**src/design/lrpf_pkg.sv**
```systemverilog
// shared types, widths and constants for the log repulsion pair force core
// no dependencies; all design files but lrpf_delay refer to it by scoped names
`default_nettype none

package lrpf_pkg;

    // field widths
    localparam int DELTA_W    = 24;
    localparam int RADIUS_W   = 20;
    localparam int FORCE_W    = 32;
    localparam int STRENGTH_W = 24;
    localparam int MAX_DIM    = 3;
    localparam int DIM_DEFAULT = 3;

    localparam logic [STRENGTH_W-1:0] STRENGTH_RESET = 24'd983040;
    localparam int STRENGTH_FRAC = 16;

    // datapath widths
    localparam int REST_W = RADIUS_W + 1;
    localparam int MAG_W  = DELTA_W;
    // magnitudes are at most 2^(DELTA_W-1), so three squares fit in 2*MAG_W bits
    localparam int SQ_W   = 2 * MAG_W;
    localparam int D2_W   = 2 * MAG_W;
    localparam int R2_W   = 2 * REST_W;
    localparam int ROOT_W = D2_W / 2;

    localparam int LG_FRAC = 24;
    localparam int LG_P_W  = $clog2(D2_W);
    localparam int LG_W    = LG_P_W + LG_FRAC;
    localparam int LG_M_W  = 31;

    localparam int LN2_W = 32;
    localparam logic [LN2_W-1:0] LN2_HALF = 32'd1488522236;

    localparam int PL_W   = LG_W + LN2_W;
    localparam int L_W    = 29;
    localparam int PG_W   = REST_W + L_W;
    localparam int G_W    = 26;
    localparam int PH_W   = G_W + STRENGTH_W;
    localparam int H_W    = 34;
    localparam int U_FRAC = 24;
    localparam int U_W    = U_FRAC + 1;
    localparam int PLO_W  = FORCE_W + U_W;
    localparam int PHI_W  = (H_W - FORCE_W) + U_W;
    localparam int MS_W   = H_W + U_W + 1;
    localparam int UMAG_W = MS_W - U_FRAC;

    typedef enum logic [1:0] {
        ST_NO_OVERLAP = 2'd0,
        ST_REPULSION  = 2'd1,
        ST_COINCIDENT = 2'd2
    } t_status;

    typedef struct packed {
        logic signed [DELTA_W-1:0] delta_x;
        logic signed [DELTA_W-1:0] delta_y;
        logic signed [DELTA_W-1:0] delta_z;
        logic [RADIUS_W-1:0]       radius_a;
        logic [RADIUS_W-1:0]       radius_b;
    } t_pair_req;

    typedef struct packed {
        logic signed [FORCE_W-1:0] force_x;
        logic signed [FORCE_W-1:0] force_y;
        logic signed [FORCE_W-1:0] force_z;
        t_status                   contact_status;
    } t_pair_force;

    typedef struct packed {
        logic no_overlap;
        logic coincident;
    } t_contact_flags;

endpackage

`default_nettype wire

```
**src/design/lrpf_div.sv**
```systemverilog
// pipelined restoring divider for (num << SH) / den, one quotient bit per stage
// uses lrpf_pkg for default widths; the quotient must fit in Q_W bits
`default_nettype none

module lrpf_div #(
    parameter int N_W = lrpf_pkg::MAG_W,
    parameter int D_W = lrpf_pkg::ROOT_W,
    parameter int Q_W = lrpf_pkg::U_W,
    parameter int SH  = lrpf_pkg::U_FRAC
) (
    input  logic           i_clk,
    input  logic           i_en,
    input  logic [N_W-1:0] i_num,
    input  logic [D_W-1:0] i_den,
    output logic [Q_W-1:0] o_quo
);

    localparam int DV_W = N_W + SH;

    logic [DV_W-1:0] w_dividend;
    assign w_dividend = {i_num, {SH{1'b0}}};

    logic [D_W-1:0] r_r   [Q_W];
    logic [Q_W-1:0] r_low [Q_W];
    logic [D_W-1:0] r_d   [Q_W];
    logic [Q_W-1:0] r_q   [Q_W];

    for (genvar s = 0; s < Q_W; s++) begin : g_step
        logic [D_W-1:0] w_r;
        logic [Q_W-1:0] w_low;
        logic [D_W-1:0] w_d;
        logic [Q_W-1:0] w_q;
        logic [D_W:0]   w_cat;

        if (s == 0) begin : g_first
            // upper dividend bits start below the divisor when the quotient fits
            assign w_r   = D_W'(w_dividend >> Q_W);
            assign w_low = w_dividend[Q_W-1:0];
            assign w_d   = i_den;
            assign w_q   = '0;
        end else begin : g_next
            assign w_r   = r_r[s-1];
            assign w_low = r_low[s-1];
            assign w_d   = r_d[s-1];
            assign w_q   = r_q[s-1];
        end

        assign w_cat = {w_r, w_low[Q_W-1]};

        always_ff @(posedge i_clk) begin
            if (i_en) begin
                if (w_cat >= {1'b0, w_d}) begin
                    r_r[s] <= D_W'(w_cat - {1'b0, w_d});
                    r_q[s] <= {w_q[Q_W-2:0], 1'b1};
                end else begin
                    r_r[s] <= w_cat[D_W-1:0];
                    r_q[s] <= {w_q[Q_W-2:0], 1'b0};
                end
                r_low[s] <= w_low << 1;
                r_d[s]   <= w_d;
            end
        end
    end

    assign o_quo = r_q[Q_W-1];

endmodule

`default_nettype wire

```
**config.mk**
```make
export PLATFORM = sky130hd
export DESIGN_NAME = lrpf_div
export DESIGN_NICKNAME = d
export VERILOG_FILES = /design/src/design/lrpf_pkg.sv /design/src/design/lrpf_div.sv
export SDC_FILE = /design/constraint.sdc
export NUM_CORES = 2
export LEC_CHECK = 0
export BUFFER_PORTS_ARGS = -buffer_cell sky130_fd_sc_hd__buf_2
export CAP_MARGIN = 10
export CORE_MARGIN = 5
export CORE_UTILIZATION = 60
export CTS_CLUSTER_DIAMETER = 150
export DETAILED_ROUTE_END_ITERATION = 10
export PLACE_DENSITY = 0.82
export SLEW_MARGIN = 20
export SYNTH_ARGS = -nofsm -noshare
export SYNTH_HDL_FRONTEND = slang
export SYNTH_SLANG_ARGS = --single-unit
```
**constraint.sdc**
```tcl
create_clock -name i_clk -period 5.7 [get_ports i_clk]
set_input_delay 0.285 -clock i_clk [delete_from_list [all_inputs] [get_ports i_clk]]
set_output_delay 0.285 -clock i_clk [all_outputs]
set_load 0.01 [all_outputs]
```
== Word-level counts from Yosys, hierarchy flattened ==
Memory sizes are Yosys's and may differ from the RTL's.
Index checks and enable logic that the tools add are counted.

* Add/sub/neg operators: 25
* Magnitude comparators: 25
* Multiplexer cells: 202
* Bitwise gates (word level): 50

{| class="wikitable"
|+ Operators with widths
! kind !! number
|-
| $mux W25 || 25
|-
| $ge A25 B24 Y1 || 24
|-
| $mux W24 || 25
|-
| $sub A24 B24 Y24 || 25
|-
| $mux W1 || 152
|-
| $or A1 B1 Y1 || 50
|-
| $ge A24 B24 Y1 || 1
|}

* Flip-flop bits (word level): 0
* Bits in writable memories: 2425
* Output and inout port bits: 25
* Word-level logic and storage cells: 306
* Memories kept: 4

{| class="wikitable"
|+ Memories
! memory !! words !! bits a word !! read ports !! clocked after Yosys merged registers in !! wr ports !! line !! source
|-
| r_q || 25 || 25 || 25 || 0 || 25 || lrpf_div.sv:26 || <nowiki>logic [Q_W-1:0] r_q [Q_W];</nowiki>
|-
| r_d || 25 || 24 || 24 || 0 || 25 || lrpf_div.sv:25 || <nowiki>logic [D_W-1:0] r_d [Q_W];</nowiki>
|-
| r_low || 25 || 24 || 24 || 0 || 25 || lrpf_div.sv:24 || <nowiki>logic [Q_W-1:0] r_low [Q_W];</nowiki>
|-
| r_r || 25 || 24 || 24 || 0 || 25 || lrpf_div.sv:23 || <nowiki>logic [D_W-1:0] r_r [Q_W];</nowiki>
|}

== Depth between registers and ports, before layout ==
An unclocked memory read counts as a cell.

* Depth after elaboration: 6
* Depth in mapped cells: 16

== Worst setup path after synthesis ==
No wires, ideal clock.

* Kind: reg2reg
* Start point: mem r_d[1][145] (netlist name)
* End point: mem r_r[1][174] (netlist name), data pin
* Setup time: 0.260 ns
* Data arrival time: 2.894 ns
* Slack: 2.546 ns
* Stages on the path, launching flop included: 14
* Buffers on the path: 1
* Clock period less this slack: 3.154 ns
* Cell sequence: edfxtp_1 > inv_1 > ha_1 > nor2b_1 > o31a_1 > o211ai_1 > a21oi_1 > a41o_1 > a221o_1 > a21o_1 > a31oi_2 > o21ai_2 > buf_6 > mux2_4

{| class="wikitable"
|+ RTL lines
! item !! line
|-
| from (decl) || lrpf_div.sv:25
|-
| to (decl) || lrpf_div.sv:23
|}

==> metrics.txt <==
Final Cell Area 88,500 um^2; standard-cell rows 134; Syn Nets 7,615; post-DR wirelength/cell 18.8 um; port bufs 74; Startpoint Class flip-flop; Tcrit/Tclk final 74.2%; Seq/Total Area, Yosys 55.0%; crit path cell chain ha_1 > nor2b_1 > o21ai_0 > a21boi_0 > o31ai_1 > a21oi_1 > a311oi_1 > o21ai_0 > nand2b_1 > inv_1 > mux2_2; n_diodes 0; Final ANT Viol Nets 0; placed cell areas 83,000 um^2; Simple-Gate Fraction of Synth Area 9.02%; total CTS buffers 155; PD cells 542 nW/um^2; initial antenna violation count 0; H-tree depth 4; unrepaired setup endpoints after global routing false; TritonCTS clock tree yes; die area 142,000 um^2; Critical Path AT 4750 ps; most common cell after layout, fill and taps aside edfxtp_1; Reg clk slew, reported paths 60 ps; Worst Setup EP r_r[0][100]; Post-Syn Area 80,700 um^2; Synth area leader edfxtp_1; Final Hold Vio Count 0; max incr delay on CP 560 ps; largest family of logic cells by synthesized area compound AO/OA/AOI/OAI gates; vias in the first global route 52,000; top cells by area, synth edfxtp_1 55%, ha_1 9.3%, a21oi_1 3.5%, inv_1 3.5%, xnor2_1 3.0%; final WL 169 mm; GP Congestion 0.921; vias per cell 5.92; Max-cap violations 0; clk root buf clkbuf_16; maximum vdd drop 250 uV; Hold Path Depth 2; Synth Area in Compound Gates 13.3%; DRT Pass-1 Iters 6; Die X 377 um; Synth Area in Adders 9.89%; # IOs 75; total clock sinks 1,477; post-synth top area share 54.9%; Die H 377 um; Worst Setup SP r_r[0][72]; core area 133,000 um^2; Starting Density 60.4%; Synthesis Warnings 0; Setup CP Type flip-flop to flip-flop; Synth Area in XOR/XNOR 4.94%; Clock Tree Buf Depth 3; largest net degree at the start of global routing 190; Synth-to-Final Area Change 9.66%; Crit path max-delay family compound AO/OA/AOI/OAI gates; #FFs+latches synth 1,477; Final Setup Violations 0; Synth Instances 6,942; R2R Path Start r_r[0][72]; outcome completed; layout cells sized above 1 8.68%; Post-synth EDFFs 1,476; CP Capture Type flip-flop; Congestion Overflow GR 0; Main synth FF type edfxtp_1; first-pass GRT wire length 271 mm; drt initial violations 4,906; Least-Margin Pin Slew 1080 ps; Crit Path Max Fanout 22; Slew HR 27.8%; Setup Buffers After CTS 0; WP data required 6220 ps; Vias 53,300; Layout Skew 29.1 ps; CP most frequent cell o21ai_0; syn avg cell area 11.6 um^2; DRC 0; Max Slew Vio Count 0; crit path time final 4230 ps; worst reg2reg path depth 11; Yosys cell types 97; Sum Neg Setup Slack 0 ps; Hold WC Path Type primary input to flip-flop; Post-DP HPWL 123 mm; Fillers 9,661; CP max-delay cell nand2b_1; Reg2Reg Setup Slack 1470 ps; CP bufs+invs 1; most frequent cells in the layout 1,476 x edfxtp_1, 746 x inv_1, 599 x ha_1; Leak 36.0 nW; Max Clk Rate 0.236 GHz; Critical R2R Capture r_r[0][100]; NumNets Final 7,792; post-synthesis mux area share 3.59%; Async S/R FF share, synth 0%; Tot GR Track Use 23.5%; instance count on the critical path 11; worst skew pair latency 780 ps
## cell usage after synthesis (47+ instances only)
| master | count |
|---|---|
| a21o_1 | 230 |
| o21ai_0 | 433 |
| xnor2_1 | 275 |
| mux2_2 | 194 |
| a31oi_1 | 47 |
| nor3_1 | 86 |
| edfxtp_1 | 1476 |
| xor2_1 | 180 |
| o21a_1 | 88 |
| nand2b_1 | 90 |
| o21bai_1 | 51 |
| nor2b_1 | 93 |
| nor2_1 | 444 |
| clkbuf_1 | 107 |
| inv_1 | 746 |
| nand2_1 | 428 |
| ha_1 | 599 |
| nand4_1 | 90 |
| nand3_1 | 84 |
| a21oi_1 | 566 |
## power breakdown
part,internal [mW],leakage (nW),switching (mW)
Sequential,15.9,14.4,1.63
Combinational,9.25,19.2,11.3
Clock,5.72,2.41,4.13
## how the worst min path moves through the flow
stage / slack [ps] / startpoint / to
after global routing: 210 / i_den[1] / r_d[0][1]
after floorplan: 380 / i_den[0] / r_d[0][0]
final: 240 / i_den[1] / r_d[0][1]
after CTS: 170 / i_den[23] / r_d[0][23]
after global placement: 400 / r_q[1][128] / r_q[1][154]
after detailed placement: 400 / r_q[0][128] / r_q[0][154]
## stage by stage
step | hold WS, ps | util (%) | power [mW] | worst slack (ps) | cells
floorplan | 384 | - | 33.0 | 2550 | 6942
global placement | 400 | 62.2 | 37.0 | 1680 | 8680
detailed placement | 405 | 62.2 | 37.8 | 1520 | 8680
CTS | 172 | 66.3 | 47.9 | 1510 | 9003
global route | 214 | 66.3 | 51.0 | 1170 | 9004
finish | 237 | 66.3 | 47.9 | 1470 | 9004
## area by class of cell
type	count	area [um^2]	area share, %
timing repair buffer	168	1280	1.45
clock inverter	84	731	0.826
clock buffer	190	4200	4.75
sequential	1477	44300	50.1
inverter	746	2800	3.17
tap	1768	2210	2.50
multi-input combinational	4571	32900	37.2
## cells by family after synthesis
kind of cell,after synthesis
multiplexers,247
AND/OR/NAND/NOR,1522
AO/OA/AOI/OAI,1724
adder cells (fa/ha/maj),623
flip-flops,1477
buffers and inverters,894
XOR/XNOR,455
## layer usage
| layer | part of all wire, % | vias up | track usage, % |
|---|---|---|---|
| li1 | - | 25700 | - |
| met1 | 42 | 25600 | 30.8 |
| met2 | 49 | 1621 | 40.4 |
| met3 | 5.6 | 361 | 3.50 |
| met4 | 3.1 | 0 | 7.85 |
| met5 | 0 | - | 0 |
## registers in the layout, summed over array words and instances, names as in the netlist
register	count
r_q	325
r_r	576
r_d	576
## what timing repair did
action	4_1_cts	5_1_grt
resized for setup	0	0
hold buffers	49	0
hold endpoints to repair	51	0
Power figures use the tool's default switching activity.
