File: config.mk
export PLATFORM = sky130hd
export DESIGN_NAME = lrpf_isqrt
export DESIGN_NICKNAME = d
export VERILOG_FILES = /design/src/design/lrpf_pkg.sv /design/src/design/lrpf_isqrt.sv
export SDC_FILE = /design/constraint.sdc
export NUM_CORES = 2
export LEC_CHECK = 0
export BUFFER_PORTS_ARGS = -buffer_cell sky130_fd_sc_hd__buf_4
export CELL_PAD_IN_SITES_DETAIL_PLACEMENT = 0
export CELL_PAD_IN_SITES_GLOBAL_PLACEMENT = 2
export CORE_MARGIN = 3
export CORE_UTILIZATION = 41
export DETAILED_ROUTE_END_ITERATION = 8
export PLACE_DENSITY_LB_ADDON = 0.05
export SLEW_MARGIN = 20
export SYNTH_ARGS = -nofsm -noshare
export SYNTH_HDL_FRONTEND = slang
export SYNTH_SLANG_ARGS = --single-unit
File: constraint.sdc
create_clock -name i_clk -period 3.67 [get_ports i_clk]
set_input_delay 0.9175 -clock i_clk [delete_from_list [all_inputs] [get_ports i_clk]]
set_output_delay 0.9175 -clock i_clk [all_outputs]
set_load 0.05 [all_outputs]
File: src/design/lrpf_pkg.sv
// shared types, widths and constants for the log repulsion pair force core
// no dependencies; all design files but lrpf_delay refer to it by scoped names
`default_nettype none

package lrpf_pkg;

    // field widths
    localparam int DELTA_W    = 24;
    localparam int RADIUS_W   = 20;
    localparam int FORCE_W    = 32;
    localparam int STRENGTH_W = 24;
    localparam int MAX_DIM    = 3;
    localparam int DIM_DEFAULT = 3;

    localparam logic [STRENGTH_W-1:0] STRENGTH_RESET = 24'd983040;
    localparam int STRENGTH_FRAC = 16;

    // datapath widths
    localparam int REST_W = RADIUS_W + 1;
    localparam int MAG_W  = DELTA_W;
    // magnitudes are at most 2^(DELTA_W-1), so three squares fit in 2*MAG_W bits
    localparam int SQ_W   = 2 * MAG_W;
    localparam int D2_W   = 2 * MAG_W;
    localparam int R2_W   = 2 * REST_W;
    localparam int ROOT_W = D2_W / 2;

    localparam int LG_FRAC = 24;
    localparam int LG_P_W  = $clog2(D2_W);
    localparam int LG_W    = LG_P_W + LG_FRAC;
    localparam int LG_M_W  = 31;

    localparam int LN2_W = 32;
    localparam logic [LN2_W-1:0] LN2_HALF = 32'd1488522236;

    localparam int PL_W   = LG_W + LN2_W;
    localparam int L_W    = 29;
    localparam int PG_W   = REST_W + L_W;
    localparam int G_W    = 26;
    localparam int PH_W   = G_W + STRENGTH_W;
    localparam int H_W    = 34;
    localparam int U_FRAC = 24;
    localparam int U_W    = U_FRAC + 1;
    localparam int PLO_W  = FORCE_W + U_W;
    localparam int PHI_W  = (H_W - FORCE_W) + U_W;
    localparam int MS_W   = H_W + U_W + 1;
    localparam int UMAG_W = MS_W - U_FRAC;

    typedef enum logic [1:0] {
        ST_NO_OVERLAP = 2'd0,
        ST_REPULSION  = 2'd1,
        ST_COINCIDENT = 2'd2
    } t_status;

    typedef struct packed {
        logic signed [DELTA_W-1:0] delta_x;
        logic signed [DELTA_W-1:0] delta_y;
        logic signed [DELTA_W-1:0] delta_z;
        logic [RADIUS_W-1:0]       radius_a;
        logic [RADIUS_W-1:0]       radius_b;
    } t_pair_req;

    typedef struct packed {
        logic signed [FORCE_W-1:0] force_x;
        logic signed [FORCE_W-1:0] force_y;
        logic signed [FORCE_W-1:0] force_z;
        t_status                   contact_status;
    } t_pair_force;

    typedef struct packed {
        logic no_overlap;
        logic coincident;
    } t_contact_flags;

endpackage

`default_nettype wire

File: src/design/lrpf_isqrt.sv
// pipelined integer square root, one result bit per stage
// uses lrpf_pkg for the default radicand width
`default_nettype none

module lrpf_isqrt #(
    parameter int IN_W = lrpf_pkg::D2_W
) (
    input  logic              i_clk,
    input  logic              i_en,
    input  logic [IN_W-1:0]   i_rad,
    output logic [IN_W/2-1:0] o_root
);

    localparam int STEPS = IN_W / 2;
    localparam int RW    = STEPS + 2;

    logic [RW-1:0]    r_rem  [STEPS];
    logic [STEPS-1:0] r_root [STEPS];
    logic [IN_W-1:0]  r_rad  [STEPS];

    for (genvar s = 0; s < STEPS; s++) begin : g_step
        logic [RW-1:0]    w_rem;
        logic [STEPS-1:0] w_root;
        logic [IN_W-1:0]  w_rad;
        logic [RW-1:0]    w_cat;
        logic [RW-1:0]    w_trial;

        if (s == 0) begin : g_first
            assign w_rem  = '0;
            assign w_root = '0;
            assign w_rad  = i_rad;
        end else begin : g_next
            assign w_rem  = r_rem[s-1];
            assign w_root = r_root[s-1];
            assign w_rad  = r_rad[s-1];
        end

        // bring down the next two radicand bits, try root*4+1
        assign w_cat   = {w_rem[RW-3:0], w_rad[IN_W-1 -: 2]};
        assign w_trial = {w_root, 2'b01};

        always_ff @(posedge i_clk) begin
            if (i_en) begin
                if (w_cat >= w_trial) begin
                    r_rem[s]  <= w_cat - w_trial;
                    r_root[s] <= {w_root[STEPS-2:0], 1'b1};
                end else begin
                    r_rem[s]  <= w_cat;
                    r_root[s] <= {w_root[STEPS-2:0], 1'b0};
                end
                r_rad[s] <= w_rad << 2;
            end
        end
    end

    assign o_root = r_root[STEPS-1];

endmodule

`default_nettype wire

# --- After elaboration in Yosys (flattened, before gate mapping) ---
# Memory sizes are Yosys's and may differ from the RTL's.
# Cells that the tools add are included.
totals:
  register_bits: 0
  mem_count: 3
  elab_cells: 293
  mem_bits_rw: 2304
  out_inout_bits: 24
mem_list:
  columns: ["memory", "depth", "word_bits", "read_ports", "rd_ports_with_merged_regs", "write_ports", "line_no", "text"]
  rows:
  - ["r_rad", 24, 46, 23, 0, 24, "lrpf_isqrt.sv:19", "logic [IN_W-1:0] r_rad [STEPS];"]
  - ["r_rem", 24, 26, 23, 0, 24, "lrpf_isqrt.sv:17", "logic [RW-1:0] r_rem [STEPS];"]
  - ["r_root", 24, 24, 24, 0, 24, "lrpf_isqrt.sv:18", "logic [STEPS-1:0] r_root [STEPS];"]
op_classes:
  bitwise_logic: 48
  order_cmp: 24
  addsub: 24
  n_mux: 194
ops:
  columns: ["operator", "count"]
  rows:
  - ["two-way mux 26 bit", 24]
  - [">= comparator 26 bit", 23]
  - ["subtractor 26 bit", 23]
  - ["two-way mux 24 bit", 24]
  - ["two-way mux 1 bit", 146]
  - ["OR 1 bit", 48]
  - ["subtractor 2 x 1 -> 3 bit, second input constant", 1]
  - [">= comparator 2 x 1 -> 1 bit, second input constant", 1]

# --- Logic depth before layout (Yosys ltp) ---
# An unclocked memory read counts as a cell.
depth:
  ltp_word: 6
  depth_mapped: 13
  ltp_nobuf: 12

# --- Least setup slack after synthesis ---
# Ideal clock, no wire load.
synth_path:
  kind: "input port to flip-flop"
  from: "in i_en"
  to: "mem r_rem[0][199] in the netlist's numbering (data pin)"
  setup_slack_ps: 177
  setup_time_ps: 273
  required_ps: 3397
  path_buffers: 1
  stages: 8
  arrival_time_ps: 3220
  cell_sequence: "clkbuf_1 > or4b_2 > a211o_1 > nor4_1 > inv_1 > nand3_1 > nor4b_1 > xor2_1"
synth_rtl:
  columns: ["element", "line_no", "text"]
  rows:
  - ["start, declared", "lrpf_isqrt.sv:9", "input logic i_en,"]
  - ["end, declared", "lrpf_isqrt.sv:17", null]

==> flow_summary_export.csv <==
group,metric,value,unit
outcome,outcome,"complete, no violations",
synth,postSynthCellCount,4803,
sta,hold_violations,0,
power,p_leak,27.5,nW
setup_path,reg2reg_slack,0.17,ns
global_route,grt_antenna_before_repair,2,
setup_path,slowest_stage,"or4_4",
cts,post_cts_buffers,0,
sta,setup-tns-final,0,ns
cts,clk_latency,0.77,ns
sta,timing.final.crit_share,95.5,%
job,drv_cap,0,
synth,synthAdderAreaFrac,6.46,%
synth,netlist_top_cells_area,"edfxtp_1 65%, ha_1 6.5%, xnor2_1 3.0%",
synth,yosysTopAreaCellShare,65.3,%
setup_path,rr_endpoint,"r_rem[0][175]",
die,num_io_pins,74,
cts,ctsHoldBuffers,0,
setup_path,worstPathRequired,4.16,ns
power,p_per_area,622,nW/um2
drt,drc,0,
cts,cts.clk_slew.worst_paths,0.06,ns
synth,yosysTopAreaCell,"edfxtp_1",
drt,first_pass_iters,5,
synth,ys_seq_area_share,65.3,%
setup_path,worstPathCellList,"or4_4 > or4_1 > or3_1 > or2_1 > or3_4 > a311oi_4 > a311o_2 > nor4_1 > xor2_1",
synth,synth_xor_area_share,5.84,%
final_layout,final_nets,5417,
synth,synth_top_flop_cell,"edfxtp_1",
synth,syn-num-nets,5179,
global_route,grt_use_total,16.1,%
die,die_area,159000,um2
power,vdd_drop_max,0.400,mV
place,dp.final_hpwl,93200,um
die,die_w,398,um
setup_path,path_max_fanout,9,
synth,yosys.area_share.simple,9.42,%
sta,skew,0.0460,ns
final_layout,final_common_cell,"edfxtp_1",
setup_path,crit_end,"r_rem[0][175]",
drt,postRouteAntennaNets,0,
sta,tightest_slew,0.979,ns
place,gp_congestion,0.826,
sta,slew_headroom,34.7,%
setup_path,reg2reg_depth,9,
global_route,overflow,0,
final_layout,mostFrequentLayoutCells,"1373 x edfxtp_1, 409 x inv_1, 336 x nand2_1",
sta,setup_viol,0,
synth,ys_warn_count,0,
die,initial_core_util,41.4,%
setup_path,arrival,3.99,ns
die,rows,143,
synth,synth_edf_count,1373,
setup_path,r2r-start,"r_rem[0][137]",
global_route,grt_pass1_vias,35854,
drt,viasPerCell,5.03,
synth,avgSynthCellArea,13.1,um2
die,die_y,398,um
cts,clk_path_buf_depth,3,
synth,synth_seq_cells,1374,
place,port_buffers,73,
sta,rsz0062_at_grt,"false",
cts,root_buffer,"clkbuf_16",
setup_path,critPathMaxStageDelay,0.55,ns
cts,numCtsBuffers,152,
synth,async_flop_share,0,%
synth,muxShareOfSynthArea,0.943,%
global_route,grt_max_degree,164,
drt,num_vias,36175,
die,core_area,152000,um2
sta,clock.fmax,285,MHz
drt,wire_per_inst,17.6,um
cts,ctsHtreeMaxLevel,4,
sta,min_period,3.50,ns
place,placedCellCount,6917,
drt,drtIter0Drc,2141,
cts,clock-sinks,1374,
hold_path,hold_path_class,"input port to flip-flop",
global_route,grt_pass1_wl,203000,um
synth,yosysUniqueCellTypes,76,
final_layout,finalNonFillerCells,7192,
final_layout,area_delta_synth_final,14.4,%
setup_path,crit_path_start_kind,"flip-flop",
setup_path,end_kind,"flip-flop",
setup_path,worstSetupPathType,"flip-flop to flip-flop",
cts,post_cts_resized,0,
setup_path,crit_start,"r_rem[0][137]",
final_layout,drive_above_1_share,9.49,%
drt,routed_wl,127000,um
synth,synth_top_family_by_area,"simple AND/OR/NAND/NOR gates",
sta,finalMaxSlewViolations,0,
synth,synth-compound-area-share,8.98,%
cts,tritoncts,"built",
synth,synthesis.area,63100,um2
## worst min-delay path by stage
stage,start,end,slack [ns],depth (start not counted)
after floorplan,r_rad[0][52],r_rad[0][100],0.40,0
after global placement,r_rad[0][288],r_rad[0][336],0.40,0
after detailed placement,r_rad[0][52],r_rad[0][100],0.40,0
after CTS,i_rad[6],r_rad[0][6],0.24,1
after global routing,i_rad[0],r_rad[0][0],0.25,1
final,i_rad[12],r_rad[0][12],0.32,1
## where the power goes
| part | internal [mW] | switching, mW | leakage [nW] | total, mW |
|---|---|---|---|---|
| Sequential | 19.8 | 1.19 | 13.2 | 21.0 |
| Clock | 9.38 | 6.32 | 2.53 | 15.7 |
| Combinational | 3.60 | 4.65 | 11.8 | 8.25 |
| Total | 32.8 | 12.2 | 27.5 | 44.9 |
## metrics by stage
stage | area (um2) | util [%] | total power, mW | hold WS (ns) | worst slack (ns)
after global routing | 72200 | 47.4 | 47.5 | 0.247 | 0.00149
after CTS | 72200 | 47.4 | 45.6 | 0.237 | 0.0648
final | 72200 | 47.4 | 44.9 | 0.317 | 0.166
after detailed placement | 66900 | 43.9 | 29.6 | 0.405 | 0.109
after global placement | 66900 | 43.9 | 29.7 | 0.400 | 0.192
after floorplan | 63100 | - | 27.0 | 0.400 | 0.177
## cells in the mapped netlist, types with 5 or more instances
master and number:
nand3b_1 5, or3_1 52, and3_1 23, and4_1 5, nand4b_1 10, nand3_1 74
nand2b_1 70, xor2_1 205, nand2_1 336, a311oi_1 6, clkbuf_1 91, xnor2_1 216
o21ai_0 280, nand4_1 53, o21bai_1 18, o21a_1 64, a31oi_1 27, a21o_1 101
edfxtp_1 1373, inv_1 409, nor4_1 55, nor2_1 261, a211o_1 8, or4b_2 5
a221o_1 8, nor3_1 113, o41ai_1 11, a21oi_1 273, or2_2 14, a31o_2 5
o211ai_1 18, nor3b_1 6, a211oi_1 22, nor4b_1 12, or4_1 25, a2111oi_0 6
ha_1 326, and2_1 29, mux2i_1 10, o31ai_1 27, mux2_2 44, nor2b_1 39
## flip-flops by register name, indices dropped and copies added, names as in the netlist
register and flops:
r_root 300, r_rem 522, r_rad 552
## routing by layer
layer	track usage [%]	up-vias	share of wire, %
met1	23.3	17329	49
met3	2.60	180	3.2
li1	-	18219	-
met2	25.1	447	45
met4	4.51	0	2.4
met5	0	-	0
## logic make-up after synthesis
group,count (synthesis)
and+or+nand+nor,1199
buffers and inverters,506
adders and majority gates,326
DFF,1374
AOI/OAI and AO/OA,923
xor gates and xnor gates,421
muxes,54
## area by class of cell
| cell class | count | area [um2] |
|---|---|---|
| fill | 13699 | 80200 |
| antenna | 1 | 2.50 |
| clock buffer | 180 | 3940 |
| inverter | 409 | 1540 |
| clock inverter | 94 | 1300 |
| tap | 2030 | 2540 |
| timing repair buffer | 181 | 1570 |
| multi-input combinational | 2923 | 20100 |
| sequential | 1374 | 41200 |
## critical path: cells and delay by family, from the launching register on
family          cells  cell delay [ns]
simple gates        6             2.15
flops               1             0.43
compound gates      2             0.50
xor+xnor            1             0.15
Note: power is estimated with default switching activity, not from simulation.
